$ cat src/rtl/lzbd_ram.sv
module lzbd_ram #(
  parameter int WIDTH = 8,
  parameter int DEPTH = 256
) (
  input  logic                     clk,
  input  logic                     we,
  input  logic [$clog2(DEPTH)-1:0] waddr,
  input  logic [WIDTH-1:0]         wdata,
  input  logic                     re,
  input  logic [$clog2(DEPTH)-1:0] raddr,
  output logic [WIDTH-1:0]         rdata
);

  logic [WIDTH-1:0] mem [DEPTH];

  // Write port
  always_ff @(posedge clk) begin
    if (we) begin
      mem[waddr] <= wdata;
    end
  end

  // Registered read, held between reads
  always_ff @(posedge clk) begin
    if (re) begin
      rdata <= mem[raddr];
    end
  end

endmodule
$ cat config.mk
export PLATFORM = sky130hd
export DESIGN_NAME = lzbd_ram
export DESIGN_NICKNAME = d
export VERILOG_FILES = /design/src/rtl/lzbd_ram.sv
export SDC_FILE = /design/constraint.sdc
export NUM_CORES = 2
export LEC_CHECK = 0
export BUFFER_PORTS_ARGS = -buffer_cell sky130_fd_sc_hd__buf_4
export CAP_MARGIN = 20
export CORE_UTILIZATION = 40
export DETAILED_ROUTE_END_ITERATION = 10
export PLACE_DENSITY = 0.65
export SKIP_CTS_REPAIR_TIMING = 1
export SYNTH_ARGS = -nofsm -noshare
export SYNTH_HDL_FRONTEND = slang
export SYNTH_SLANG_ARGS = --single-unit
$ cat constraint.sdc
create_clock -name clk -period 2.6 [get_ports clk]
set_input_delay 0 -clock clk [delete_from_list [all_inputs] [get_ports clk]]
set_output_delay 0 -clock clk [all_outputs]
set_load 0.005 [all_outputs]
==> impl_metrics.toml <==
[status]
status = "completed"

[timing]
rsz0062_at_grt = "false"
tightest_slew_ns = 0.942
drv_slew = 0
max_slew_margin_pct = 37.0
max_freq_mhz = 395
min_period_ns = 2.53
whs_ns = 0.0372
finClkSkew_ns = 0.0298
period_share_pct = 97.5
finalHoldViolCount = 0
setup_viol = 0

[global_routing]
grt_pass1_wl_um = 291000
overflow = 0
grt_max_degree = 109
antenna_found_initial = 4
grt_usage_pct = 20.2
grt_pass1_vias = 41200

[clock_network]
clkTransAtPathRegs_ns = 0.06
clk_latency_ns = 0.86
root_buffer = "clkbuf_16"
clkSinkCount = 2056
cts_buffer_depth = 3
cts_max_level = 4
numCtsBuffers = 200
cts_tree = "yes"

[worst_setup_path]
crit_chain = "mux4_2 -> mux4_2 -> nor2b_1 -> nor4_2 -> buf_4 -> nor4_2"
r2r_cells = 6
critPathSlowestCell = "mux4_2"
end_kind = "flip-flop"
critPathLaunchType = "flip-flop"
worstPathArrival_ns = 3.12
critical_path_class = "reg -> reg"
regToRegSetupSlack_ns = 0.07
slowest_delay_ns = 0.52
critPathBufInv = 1
worstPathRequired_ns = 3.18
cp_max_fo = 1
crit_family = "multiplexers"
path_depth = 6

[finish]
drive_above_1_share_pct = 31.4
area_growth_pct = 18.4
layout_commonest_cell = "edfxtp_1"
nets = 4413
nFillCells = 15900
mostFrequentLayoutCells = "2056 x edfxtp_1, 581 x buf_4, 454 x mux4_2"

[pwr]
pwr-share-clk_pct = 41.6
vdd_ir_drop_max_mv = 0.731
pwr-share-seq_pct = 52.9
combPwrFrac_pct = 5.5
swShare_pct = 21.4
switching_power_mw = 14.8
power.density_nw_per_um2 = 734
p_total_mw = 69.3
leakage_nw = 30.2
p_int_mw = 54.4

[die]
die-width_um = 448
fp.coreArea_um2 = 198000
initial_utilization_pct = 40.3
die_h_um = 448
pin_count = 35
rows = 163
dieArea_um2 = 201000

[synth]
async_flop_share_pct = 0
synth_edf_count = 2056
synthFlopType = "edfxtp_1"
synth.top_cells.by_area = "edfxtp_1 78%, mux4_2 13%, mux2i_1 1.7%"
synth_top_area_share_pct = 77.5
syn_area_um2 = 79600
synth_cell_types = 54
yosys_warnings = 0
syn_nets = 3760
syn_inst = 3733
ys_seq_elements = 2056
synth-seq-area-share_pct = 77.5
avgSynthCellArea_um2 = 21.3
yosysTopAreaCell = "edfxtp_1"

[hold_path]
min_path_type = "in -> reg"
holdPathStages = 5

[placed_design]
place_hpwl_um = 130000
gp_congestion = 0.858
numPortBuffers = 34

[detailed_routing]
drt-initial-drc-count = 4714
wl_per_cell_um = 28.0
remaining_drc_errors = 0
drtPass1Iterations = 5
dr_total_vias = 40700
ant_nets = 0
routed_wl_um = 201000
via_per_inst = 5.65

[flow_run]
max_cap_viol_count = 0
-- registers in the layout, indices dropped and copies added (netlist names) --
name   cells
mem     2048
rdata      8
-- layout make-up --
class	instances	area, um2	area share, %
clock buffers	247	5180	5.49
flip-flops and latches	2056	61700	65.5
multi-input cells	1442	16600	17.6
diodes	3	7.51	0.00796
inverters	2	7.51	0.00796
well taps	2640	3300	3.50
repair buffers	684	6170	6.54
clock inverters	121	1350	1.43
-- cells in the mapped netlist (2+ instances only) --
| master | count |
|---|---|
| and3b_1 | 2 |
| a311oi_1 | 2 |
| nor4_2 | 3 |
| o22ai_1 | 28 |
| nor3_1 | 22 |
| nand2b_1 | 8 |
| a22oi_1 | 133 |
| o21ai_0 | 10 |
| mux4_2 | 454 |
| and2_1 | 6 |
| nor2b_1 | 31 |
| a2111oi_0 | 2 |
| o22a_1 | 5 |
| buf_2 | 31 |
| o221ai_1 | 46 |
| edfxtp_1 | 2056 |
| mux2i_1 | 134 |
| a211oi_1 | 16 |
| a21oi_1 | 96 |
| buf_6 | 21 |
| nand4_1 | 10 |
| nor4_1 | 24 |
| nor2_1 | 282 |
| or2_2 | 4 |
| clkbuf_1 | 111 |
| a221oi_1 | 13 |
| nand3_1 | 34 |
| mux4_1 | 2 |
| a31oi_1 | 2 |
| buf_12 | 8 |
| a2111oi_1 | 2 |
| o21ai_1 | 2 |
| a22o_1 | 8 |
| o211ai_1 | 10 |
| buf_1 | 22 |
| nand3b_1 | 2 |
| buf_8 | 13 |
| buf_4 | 27 |
| o32ai_1 | 4 |
| nand2_1 | 33 |
-- per-layer routing --
| metal | share of wire, % | up-vias | track usage, % |
|---|---|---|---|
| met5 | 0 | - | 0 |
| li1 | - | 17000 | - |
| met4 | 3.2 | 0 | 6.24 |
| met3 | 8.5 | 270 | 4.03 |
| met2 | 48 | 1834 | 32.3 |
| met1 | 40 | 21600 | 27.9 |
-- power by group through the flow --
stage	logic, mW	registers (mW)	clock network (mW)
after global placement	3.73	37.3	0
after floorplan	1.78	37.3	0
after CTS	3.78	36.6	29.3
after detailed placement	3.78	37.3	0
after global routing	4.00	36.6	30.6
final	3.81	36.6	28.8
-- path summary, 6_finish.rpt --
check | start | to
setup / recovery | mem[80][2]$_DFFE_PP_ | rdata[2]$_DFFE_PP_
hold / removal | waddr[5] | mem[74][4]$_DFFE_PP_
setup reg to reg | mem[80][2]$_DFFE_PP_ | rdata[2]$_DFFE_PP_
hold reg to reg | mem[41][3]$_DFFE_PP_ | rdata[3]$_DFFE_PP_
-- metrics by stage --
step                setup WS (ns)  TNS, ns  cells  util (%)  area [um2]
global placement           -0.931    -3.35   6804      44.3       87500
finish                     0.0659        0   7195      47.7       94300
CTS                        -0.193   -0.534   7172      47.6       94100
global route               0.0145        0   7192      47.7       94300
detailed placement         -0.560    -2.43   6804      44.3       87500
floorplan                   0.524        0   3733         -       79600
-- cells by family after synthesis --
kind of cell | synth area share (%)
DFF | 77.5
muxes | 14.6
and+or+nand+nor | 2.63
AOI/OAI and AO/OA | 3.42
buffers and inverters | 1.83
-- tightest hold or removal path, stage by stage --
cell     delay [ns]
buf_4          0.16
nor2_1         0.10
nand2_1        0.07
buf_4          0.24
nor2_1         0.12
Power figures use the tool's default switching activity.
